## config.mk

```make
export PLATFORM = sky130hd
export DESIGN_NAME = timer_frequency_to_prescaler_core
export DESIGN_NICKNAME = d
export VERILOG_FILES = /design/src/design/tfp_pkg.sv /design/src/design/tfp_front.sv /design/src/design/tfp_queue.sv /design/src/design/tfp_back.sv /design/src/design/timer_frequency_to_prescaler_core.sv
export SDC_FILE = /design/constraint.sdc
export NUM_CORES = 2
export LEC_CHECK = 0
export BUFFER_PORTS_ARGS = -buffer_cell sky130_fd_sc_hd__buf_4
export CORE_MARGIN = 3
export CORE_UTILIZATION = 58
export CTS_CLUSTER_DIAMETER = 200
export CTS_CLUSTER_SIZE = 16
export DETAILED_ROUTE_END_ITERATION = 10
export GPL_TIMING_DRIVEN = 1
export PLACE_DENSITY = 0.79
export SLEW_MARGIN = 10
export SYNTH_ARGS = -nofsm -noshare
export SYNTH_HDL_FRONTEND = slang
export SYNTH_HIERARCHICAL = 1
export SYNTH_SLANG_ARGS = --single-unit
```

## constraint.sdc

```tcl
create_clock -name i_clk -period 33.6 [get_ports i_clk]
set_input_delay 1.68 -clock i_clk [delete_from_list [all_inputs] [get_ports i_clk]]
set_output_delay 1.68 -clock i_clk [all_outputs]
set_load 0.03 [all_outputs]
```

## src/design/tfp_pkg.sv

```systemverilog
// ----------------------------------------------------------------------------
// tfp_pkg
// Shared types, constants and table functions for the prescaler selector.
// ----------------------------------------------------------------------------
package tfp_pkg;

    // Default core clock in Hz
    localparam int unsigned CLOCK_HZ_DEFAULT = 32'd16000000;

    // Depth of the job queue between front and back
    localparam int unsigned QUEUE_DEPTH = 4;

    // Prescaler table size and largest usable compare count
    localparam int unsigned PRESC_COUNT   = 7;
    localparam int unsigned COMPARE_LIMIT = 255;

    // Output pin mode codes
    localparam logic [1:0] PIN_UNCHANGED = 2'd0;
    localparam logic [1:0] PIN_OFF       = 2'd1;
    localparam logic [1:0] PIN_TOGGLE    = 2'd2;

    typedef struct packed {
        logic [15:0] frequency;
        logic        update_pin_mode;
    } t_req;

    typedef struct packed {
        logic       fit_found;
        logic [2:0] clock_select;
        logic [7:0] compare_value;
        logic [1:0] pin_mode;
    } t_result;

    // Classified request as it travels from front to back
    typedef struct packed {
        logic [15:0] divisor;
        logic [1:0]  pin_mode;
        logic        off;
    } t_job;

    // Prescalers are 1, 8, 32, 64, 128, 256, 1024: all powers of two
    function automatic logic [3:0] presc_shift(input logic [2:0] idx);
        logic [3:0] sh;
        case (idx)
            3'd0:    sh = 4'd0;
            3'd1:    sh = 4'd3;
            3'd2:    sh = 4'd5;
            3'd3:    sh = 4'd6;
            3'd4:    sh = 4'd7;
            3'd5:    sh = 4'd8;
            3'd6:    sh = 4'd10;
            default: sh = 4'd0;
        endcase
        return sh;
    endfunction

    // Exclusive upper bound of ticks for a prescaler: 255 * prescaler
    function automatic logic [31:0] presc_limit(input logic [2:0] idx);
        return 32'(COMPARE_LIMIT) << presc_shift(idx);
    endfunction

endpackage

```

## src/design/tfp_front.sv

```systemverilog
// ----------------------------------------------------------------------------
// tfp_front
// Request classification: off requests, zero frequency and pin mode.
// ----------------------------------------------------------------------------
module tfp_front (
    input  logic          i_push,
    input  logic          i_queue_full,
    input  tfp_pkg::t_req i_req,
    output logic          o_wr,
    output tfp_pkg::t_job o_job
);

    logic w_zero;

    assign w_zero = (i_req.frequency == 16'd0);

    // Write the queue on every accepted transaction
    assign o_wr = i_push && !i_queue_full;

    always_comb begin
        o_job.divisor = w_zero ? 16'd1 : i_req.frequency;
        o_job.off     = i_req.update_pin_mode && w_zero;
        if (!i_req.update_pin_mode) begin
            o_job.pin_mode = tfp_pkg::PIN_UNCHANGED;
        end else if (w_zero) begin
            o_job.pin_mode = tfp_pkg::PIN_OFF;
        end else begin
            o_job.pin_mode = tfp_pkg::PIN_TOGGLE;
        end
    end

endmodule

```

## src/design/tfp_queue.sv

```systemverilog
// ----------------------------------------------------------------------------
// tfp_queue
// Small job queue that decouples the front from the divider pipeline.
// ----------------------------------------------------------------------------
module tfp_queue (
    input  logic          i_clk,
    input  logic          i_rst_n,
    input  logic          i_wr,
    input  tfp_pkg::t_job i_job,
    input  logic          i_rd,
    output logic          o_full,
    output logic          o_vld,
    output tfp_pkg::t_job o_job
);

    localparam int unsigned PW = $clog2(tfp_pkg::QUEUE_DEPTH);
    localparam int unsigned CW = $clog2(tfp_pkg::QUEUE_DEPTH + 1);

    tfp_pkg::t_job r_mem [tfp_pkg::QUEUE_DEPTH];
    logic [PW-1:0] r_wr_ptr, n_wr_ptr;
    logic [PW-1:0] r_rd_ptr, n_rd_ptr;
    logic [CW-1:0] r_count, n_count;
    logic          w_wr, w_rd;

    assign o_full = (r_count == CW'(tfp_pkg::QUEUE_DEPTH));
    assign o_vld  = (r_count != '0);
    assign o_job  = r_mem[r_rd_ptr];

    assign w_wr = i_wr && !o_full;
    assign w_rd = i_rd && o_vld;

    always_comb begin
        n_wr_ptr = r_wr_ptr;
        n_rd_ptr = r_rd_ptr;
        n_count  = r_count;
        if (w_wr) begin
            n_wr_ptr = (r_wr_ptr == PW'(tfp_pkg::QUEUE_DEPTH - 1)) ? '0 : r_wr_ptr + 1'b1;
        end
        if (w_rd) begin
            n_rd_ptr = (r_rd_ptr == PW'(tfp_pkg::QUEUE_DEPTH - 1)) ? '0 : r_rd_ptr + 1'b1;
        end
        if (w_wr && !w_rd) begin
            n_count = r_count + 1'b1;
        end else if (w_rd && !w_wr) begin
            n_count = r_count - 1'b1;
        end
    end

    always_ff @(posedge i_clk) begin
        if (!i_rst_n) begin
            r_wr_ptr <= '0;
            r_rd_ptr <= '0;
            r_count  <= '0;
        end else begin
            r_wr_ptr <= n_wr_ptr;
            r_rd_ptr <= n_rd_ptr;
            r_count  <= n_count;
        end
    end

    always_ff @(posedge i_clk) begin
        if (w_wr) begin
            r_mem[r_wr_ptr] <= i_job;
        end
    end

endmodule

```

## src/design/tfp_back.sv

```systemverilog
// ----------------------------------------------------------------------------
// tfp_back
// Pipelined restoring divider of CLOCK_HZ/2 by the frequency, one quotient
// bit per stage, followed by prescaler selection into the result register.
// ----------------------------------------------------------------------------
module tfp_back #(
    parameter int unsigned CLOCK_HZ = tfp_pkg::CLOCK_HZ_DEFAULT
) (
    input  logic             i_clk,
    input  logic             i_rst_n,
    input  logic             i_job_vld,
    input  tfp_pkg::t_job    i_job,
    output logic             o_job_take,
    input  logic             i_pop,
    output logic             o_result_vld,
    output tfp_pkg::t_result o_result
);

    localparam int unsigned HALF_HZ = CLOCK_HZ / 2;
    localparam int unsigned QW      = $clog2(HALF_HZ + 1);
    localparam logic [QW-1:0] DIVIDEND = QW'(HALF_HZ);

    logic            r_vld  [QW];
    logic [15:0]     r_rem  [QW];
    logic [QW-1:0]   r_quo  [QW];
    logic [15:0]     r_div  [QW];
    logic [1:0]      r_pin  [QW];
    logic            r_off  [QW];

    logic [15:0]     w_src_rem [QW];
    logic [QW-1:0]   w_src_quo [QW];
    logic [15:0]     w_src_div [QW];
    logic [16:0]     w_trial   [QW];
    logic            w_ge      [QW];
    logic [15:0]     n_rem     [QW];
    logic [QW-1:0]   n_quo     [QW];

    logic             r_out_vld;
    tfp_pkg::t_result r_out, n_out;
    logic             w_adv;

    // Whole pipeline moves unless a finished result is stalled
    assign w_adv      = !r_out_vld || i_pop;
    assign o_job_take = w_adv && i_job_vld;

    always_comb begin
        for (int k = 0; k < QW; k++) begin
            if (k == 0) begin
                w_src_rem[k] = '0;
                w_src_quo[k] = '0;
                w_src_div[k] = i_job.divisor;
            end else begin
                w_src_rem[k] = r_rem[k-1];
                w_src_quo[k] = r_quo[k-1];
                w_src_div[k] = r_div[k-1];
            end
            w_trial[k] = {w_src_rem[k], DIVIDEND[QW-1-k]};
            w_ge[k]    = (w_trial[k] >= {1'b0, w_src_div[k]});
            n_rem[k]   = w_ge[k] ? 16'(w_trial[k] - {1'b0, w_src_div[k]})
                                 : w_trial[k][15:0];
            n_quo[k]   = {w_src_quo[k][QW-2:0], w_ge[k]};
        end
    end

    always_ff @(posedge i_clk) begin
        if (!i_rst_n) begin
            for (int k = 0; k < QW; k++) begin
                r_vld[k] <= 1'b0;
            end
            r_out_vld <= 1'b0;
        end else if (w_adv) begin
            r_vld[0] <= i_job_vld;
            for (int k = 1; k < QW; k++) begin
                r_vld[k] <= r_vld[k-1];
            end
            r_out_vld <= r_vld[QW-1];
        end
    end

    always_ff @(posedge i_clk) begin
        if (w_adv) begin
            for (int k = 0; k < QW; k++) begin
                r_rem[k] <= n_rem[k];
                r_quo[k] <= n_quo[k];
            end
            r_div[0] <= i_job.divisor;
            r_pin[0] <= i_job.pin_mode;
            r_off[0] <= i_job.off;
            for (int k = 1; k < QW; k++) begin
                r_div[k] <= r_div[k-1];
                r_pin[k] <= r_pin[k-1];
                r_off[k] <= r_off[k-1];
            end
            r_out <= n_out;
        end
    end

    // Pick the smallest prescaler whose range holds the tick count
    always_comb begin
        logic [QW-1:0] shifted;
        n_out.fit_found     = 1'b0;
        n_out.clock_select  = 3'd0;
        n_out.compare_value = 8'd0;
        n_out.pin_mode      = r_pin[QW-1];
        shifted             = '0;
        if (!r_off[QW-1]) begin
            for (int i = tfp_pkg::PRESC_COUNT - 1; i >= 0; i--) begin
                if (32'(r_quo[QW-1]) < tfp_pkg::presc_limit(3'(i))) begin
                    shifted             = r_quo[QW-1] >> tfp_pkg::presc_shift(3'(i));
                    n_out.fit_found     = 1'b1;
                    n_out.clock_select  = 3'(i + 1);
                    n_out.compare_value = shifted[7:0] - 8'd1;
                end
            end
        end
    end

    assign o_result_vld = r_out_vld;
    assign o_result     = r_out;

endmodule

```

## src/design/timer_frequency_to_prescaler_core.sv

```systemverilog
// ----------------------------------------------------------------------------
// timer_frequency_to_prescaler_core
// Turns a wanted toggle frequency into a timer clock-select code, an 8-bit
// compare value and an output pin mode.
// ----------------------------------------------------------------------------
// The core takes one request per clock while the job queue is not full, and
// returns one result per request, in order. On the way from an accepted push
// to the result, the job queue is written when the push is accepted and
// hands the job to the first divider stage when the pipeline advances, then
// there is one divider stage per quotient bit of CLOCK_HZ/2 / frequency,
// QW = clog2(CLOCK_HZ/2 + 1) stages in all, and prescaler selection into the
// result register. Throughput is set by the divider pipeline, which takes a
// new job every cycle while the result side keeps popping; while a result
// waits, the pipeline holds and the job queue in front of it keeps absorbing
// requests until it fills.
// ----------------------------------------------------------------------------
module timer_frequency_to_prescaler_core #(
    parameter int unsigned CLOCK_HZ = tfp_pkg::CLOCK_HZ_DEFAULT
) (
    input  logic             i_clk,
    input  logic             i_rst_n,
    // Request side: a transaction completes when push is high and full low
    input  logic             push,
    output logic             full,
    input  tfp_pkg::t_req    i_data,
    // Result side: a transaction completes when pop is high and empty low
    output logic             empty,
    input  logic             pop,
    output tfp_pkg::t_result o_data
);

    tfp_pkg::t_job w_front_job;
    tfp_pkg::t_job w_queue_job;
    logic          w_front_wr;
    logic          w_queue_full;
    logic          w_queue_vld;
    logic          w_back_take;
    logic          w_result_vld;

    // Classify each request: fold zero frequency to one, flag off requests
    tfp_front u_front (
        .i_push       (push),
        .i_queue_full (w_queue_full),
        .i_req        (i_data),
        .o_wr         (w_front_wr),
        .o_job        (w_front_job)
    );

    // Hold classified jobs so the front keeps accepting while the back stalls
    tfp_queue u_queue (
        .i_clk   (i_clk),
        .i_rst_n (i_rst_n),
        .i_wr    (w_front_wr),
        .i_job   (w_front_job),
        .i_rd    (w_back_take),
        .o_full  (w_queue_full),
        .o_vld   (w_queue_vld),
        .o_job   (w_queue_job)
    );

    // Divide, select the prescaler and hold the result until popped
    tfp_back #(
        .CLOCK_HZ (CLOCK_HZ)
    ) u_back (
        .i_clk        (i_clk),
        .i_rst_n      (i_rst_n),
        .i_job_vld    (w_queue_vld),
        .i_job        (w_queue_job),
        .o_job_take   (w_back_take),
        .i_pop        (pop),
        .o_result_vld (w_result_vld),
        .o_result     (o_data)
    );

    assign full  = w_queue_full;
    assign empty = !w_result_vld;

endmodule
```

=== Word level (Yosys, flattened, before mapping) ===
Memory sizes are Yosys's and may differ from the RTL's. A register that Yosys moved wholly into a read port is not among the register bits.
Cells that the tools add are included.

* Output and inout port bits: 16
* Logic and storage cells: 227
* Memories kept: 7
* Flip-flop bits (word level): 19
* Input bits: 21
* Bits in writable memories: 1433

* Eq/ne operators: 3
* Mux-type cells: 90
* Bitwise logic cells: 23
* Shift-type cells: 14
* Add/sub/neg operators: 34
* Reductions and logical operators: 18
* Order comparisons: 30

{| class="wikitable"
|+ Memories
! name !! depth !! width !! read ports !! clocked after memory_dff !! write ports !! RTL line !! RTL
|-
| u_back.r_quo || 23 || 23 || 23 || 0 || 23 || tfp_back.sv:25 || <nowiki>logic [QW-1:0] r_quo [QW];</nowiki>
|-
| u_back.r_div || 23 || 16 || 22 || 0 || 23 || tfp_back.sv:26 || <nowiki>logic [15:0] r_div [QW];</nowiki>
|-
| u_back.r_rem || 23 || 16 || 22 || 0 || 23 || tfp_back.sv:24 || <nowiki>logic [15:0] r_rem [QW];</nowiki>
|-
| u_queue.r_mem || 4 || 19 || 1 || 1 || 1 || tfp_queue.sv:19 || <nowiki>tfp_pkg::t_job r_mem [tfp_pkg::QUEUE_DEPTH];</nowiki>
|-
| u_back.r_pin || 23 || 2 || 23 || 1 || 23 || tfp_back.sv:27 || <nowiki>logic [1:0] r_pin [QW];</nowiki>
|-
| u_back.r_off || 23 || 1 || 23 || 0 || 23 || tfp_back.sv:28 || <nowiki>logic r_off [QW];</nowiki>
|-
| 1 more memories || - || - || - || - || - || - ||
|}

{| class="wikitable"
|+ Operator list
! kind !! number
|-
| two-way mux 16 bit || 24
|-
| >= comparator 17 x 16 -> 1 bit || 22
|-
| subtractor 16 bit || 22
|-
| < comparator 23 x 32 -> 1 bit || 7
|-
| << shifter 8 x 4 -> 32 bit (first input constant) || 7
|-
| right shift 23 x 4 -> 8 bit || 7
|-
| two-way mux 12 bit || 7
|-
| two-way mux 4 bit || 21
|-
| subtractor 8 x 1 -> 8 bit (second input constant) || 7
|-
| two-way mux 1 bit || 30
|-
| OR 1 bit || 23
|-
| >= comparator 1 x 16 -> 1 bit (first input constant) || 1
|-
| zero test 16 bit || 1
|-
| subtractor 1 x 16 -> 16 bit (first input constant) || 1
|-
| two-way mux 2 bit || 6
|-
| logical AND 1 bit || 7
|-
| two-way mux 3 bit || 2
|-
| zero test 1 bit || 5
|-
| adder 2 x 1 -> 2 bit (second input constant) || 2
|-
| == test 2 bit (second input constant) || 2
|-
| OR reduction 4 bit || 1
|-
| adder 3 x 1 -> 3 bit (second input constant) || 1
|-
| == test 3 bit (second input constant) || 1
|-
| nonzero test 3 bit || 1
|-
| 4 further kinds || 4
|}

=== Longest topological paths before layout ===
An unclocked memory read counts as a cell.

* Word-level depth: 15
* Depth in mapped cells: 12
* Mapped depth without buffers: 10

=== Hierarchy ===
Netlist, hierarchy kept.

{| class="wikitable"
|+ By module, submodules not included
! module !! cells each !! times used !! seq. area each (um2) !! area each (um2)
|-
| tfp_back || 4661 || 1 || 32461.1 || 55565.8
|-
| tfp_queue || 150 || 1 || 2462.4 || 3266.9
|-
| tfp_front || 26 || 1 || 0.0 || 131.4
|-
| timer_frequency_to_prescaler_core || 1 || 1 || 0.0 || 3.8
|}

=== Worst setup path after synthesis ===
No wires, ideal clock.

* Path type: input port to flip-flop
* Start point: in pop
* End point: mem u_back.r_vld[17], data pin
* Library setup time: 0.310 ns
* Required time: 33.290 ns
* Setup slack: 0.568 ns
* Cell stages on the path: 4
* Arrival time: 32.723 ns
* Path through: nor2b_1 clkinv_1 clkbuf_1 and3_1

{| class="wikitable"
|+ RTL lines
! item !! RTL line !! RTL
|-
| from (decl) || timer_frequency_to_prescaler_core.sv:28 || <nowiki>input logic pop,</nowiki>
|-
| to (decl) || tfp_back.sv:23 || <nowiki>logic r_vld [QW];</nowiki>
|}

==> reports/results.txt <==
total wire length -> 111000 um
CP Cell Sequence -> buf_4, nor2b_1, buf_4, inv_8, buf_4, buf_4, buf_4, buf_4
largest net degree at the start of global routing -> 204
clock skew -> 0.0354 ns
largest area contributor in the netlist -> edfxtp_1
total track usage -> 20.7%
Slew headroom -> 27.9%
clk buf depth -> 3
FF-to-FF Start -> u_back/o_result_vld
Slew @ Worst Pin -> 1.08 ns
Avg WL per Cell -> 17.7 um
asr flop ratio synth -> 0%
Period Utilization, post-route -> 17.9%
clock sink total -> 1172
Final Hold Fails -> 0
port bufs -> 36
starting density of the core -> 58.7%
RSZ-0062 raised after global routing -> no
Synth Flop Type -> edfxtp_1
Post-CTS Hold Buffers -> 0
sequential share of the synthesized area -> 59.2%
GRT met2 Usage -> 35.0%
initial antenna violation count -> 0
Clock transition at path regs -> 0.06 ns
TritonCTS clock tree -> built
Mapped Area -> 59000 um2
Antenna Cells -> 0
type of the worst min-delay path -> reg2reg
Max stage delay on crit path -> 0.92 ns
Clk Latency, worst-skew pair -> 0.67 ns
Area growth, synth to finish -> 6.89%
post_cts resized -> 0
critical path arrival -> 6.30 ns
critical path's top delay family -> buffers and inverters
cells after synthesis -> 4838
Worst Min Path Start -> u_back/r_quo[2][50]
TritonRoute pass-1 iters -> 6
CP required -> 33.87 ns
H-Tree Depth -> 3
Die H -> 325 um
Final TNS setup -> 0 ns
first-pass GRT wire length -> 180000 um
final slew viol count -> 0
minimum clock period -> 6.03 ns
startpoint types -> primary input
CP dominant cell by count -> buf_4
met1 usage -> 28.2%
power per cell area -> 102 nW/um2
top-count cell post-synth -> edfxtp_1
Core ar. -> 100000 um2
DP HPWL -> 78500 um
Routability Congestion -> 0.911
max-cap violations -> 0
# setup viols final -> 0
EDFF count, synth -> 1145
Layout Nets -> 5284
setup bufs post-CTS -> 0
top cells by area, synth -> edfxtp_1 (58%), ha_1 (7.8%), inv_1 (2.9%), nand2_1 (2.8%), o21ai_0 (2.8%)
Synth Warn # -> 6
FMAX -> 0.166 GHz
Top Usage Layer GRT -> met2
WS Path Type -> in2reg
CP max stage cell -> buf_4
list of most frequent post-synthesis cells -> edfxtp_1 (1145), inv_1 (451), nand2_1 (444)
CP Capture Type -> flip-flop
Cell Rows -> 116
Worst Path Buf+Inv -> 7
Setup crit start -> pop
DR iter-0 viols -> 3312
Die Area -> 106000 um2
unique cell type count in the Yosys netlist -> 81
Post-Syn Area per Cell -> 12.2 um2
CTS root buf -> clkbuf_16
Worst Path Max Fanout -> 162
DP Area -> 60700 um2
flops & latches, synth -> 1172
via total after detailed routing -> 36800
I/O pin total -> 37
vias in the first global route -> 35200
post-route cell area -> 63000 um2
die width -> 325 um
Fill cells -> 7568
vias per inst -> 5.88
routing usage on met3 -> 2.61%
status -> finished clean
DRC -> 0
fraction of layout cells with a size suffix above 1 -> 6.59%
maximum vdd drop -> 0.0665 mV
antenna-violating nets left -> 0
Static Leakage -> 26.1 nW
area share of the largest cell type after synthesis -> 58.3%
grt total ovfl -> 0
syn nets -> 5248
Num CTS Buffers -> 83
final cells by class:
cell class	instances	area (um2)	share of cell area, %
multi-input combinational	3098	21900	34.7
tap	1357	1700	2.69
timing repair buffer	67	528	0.838
inverter	452	1700	2.70
clock inverter	7	134	0.212
clock buffer	102	2150	3.41
sequential	1172	34900	55.4
report_power, final:
part           total [W]  switching [W]  leakage [nW]  internal (W)
Combinational    0.00295        0.00169          12.2       0.00126
Sequential       0.00259       0.000308          12.8       0.00228
Clock           0.000919       0.000465          1.10      0.000453
Total            0.00645        0.00246          26.1       0.00399
routing by layer:
metal / part of all wire, % / routed length [um] / up-vias
li1: - / - / 17800
met1: 43 / 48200 / 17600
met2: 49 / 54000 / 1091
met3: 4.9 / 5450 / 227
met4: 2.9 / 3270 / 0
met5: 0 / 0 / -
through the flow:
step,power (W),hold WS [ns],util (%),setup slack (ns),cells
final,0.00645,0.411,62.8,27.57,6255
after global routing,0.00693,0.407,62.8,27.15,6255
after CTS,0.00645,0.400,62.8,27.60,6255
after detailed placement,0.00550,0.405,60.5,26.86,6146
after global placement,0.00540,0.400,60.5,26.98,6146
after floorplan,0.00474,0.400,-,0.568,4838
placed cells by master, fill, tap and decap left out, types with 56 or more instances in the layout:
cell	synthesis	layout
edfxtp_1	1145	1145
inv_1	451	451
nand2_1	444	444
ha_1	367	367
o21ai_0	325	325
nor2_1	278	278
a21oi_1	241	241
xnor2_1	159	159
mux2_2	110	110
xor2_1	92	92
clkbuf_16	0	83
a21o_1	82	82
nor3_1	81	81
nand2b_1	79	79
o21a_1	76	76
buf_4	1	65
nor2b_1	57	57
nand3_1	56	56
nor4_1	56	56
worst paths after layout:
kind / endpoint / slack [ns] / cells after the start
setup / recovery: u_back/r_quo[2][82] / 27.57 / 8
hold / removal: u_back/r_quo[2][74] / 0.41 / 0
setup reg to reg: u_back/r_quo[2][82] / 28.29 / 7
hold reg to reg: u_back/r_quo[2][74] / 0.41 / 0
cells by family (layout without fill, tap and decap cells):
| logic type | count (synthesis) | after routing | share of synthesized area [%] |
|---|---|---|---|
| buffers and inverters | 568 | 628 | 3.72 |
| XOR/XNOR | 251 | 251 | 3.73 |
| AO/OA/AOI/OAI | 1078 | 1078 | 11.6 |
| flip-flops | 1172 | 1172 | 59.2 |
| multiplexers | 151 | 151 | 3.26 |
| AND/OR/NAND/NOR | 1229 | 1229 | 9.96 |
| adder cells (fa/ha/maj) | 389 | 389 | 8.53 |
flip-flops by register name, summed over array words and instances, names as in the netlist, 3 cells and up, named ones only:
signal and count:
u_back/r_rem 352, u_queue/r_count 3, u_back/r_quo 276, u_back/r_off 23, u_back/r_vld 23, u_back/r_div 352, u_queue/r_mem 76, u_back/o_result 14
u_back/r_pin 46
Note: power is estimated with default switching activity, not from simulation.
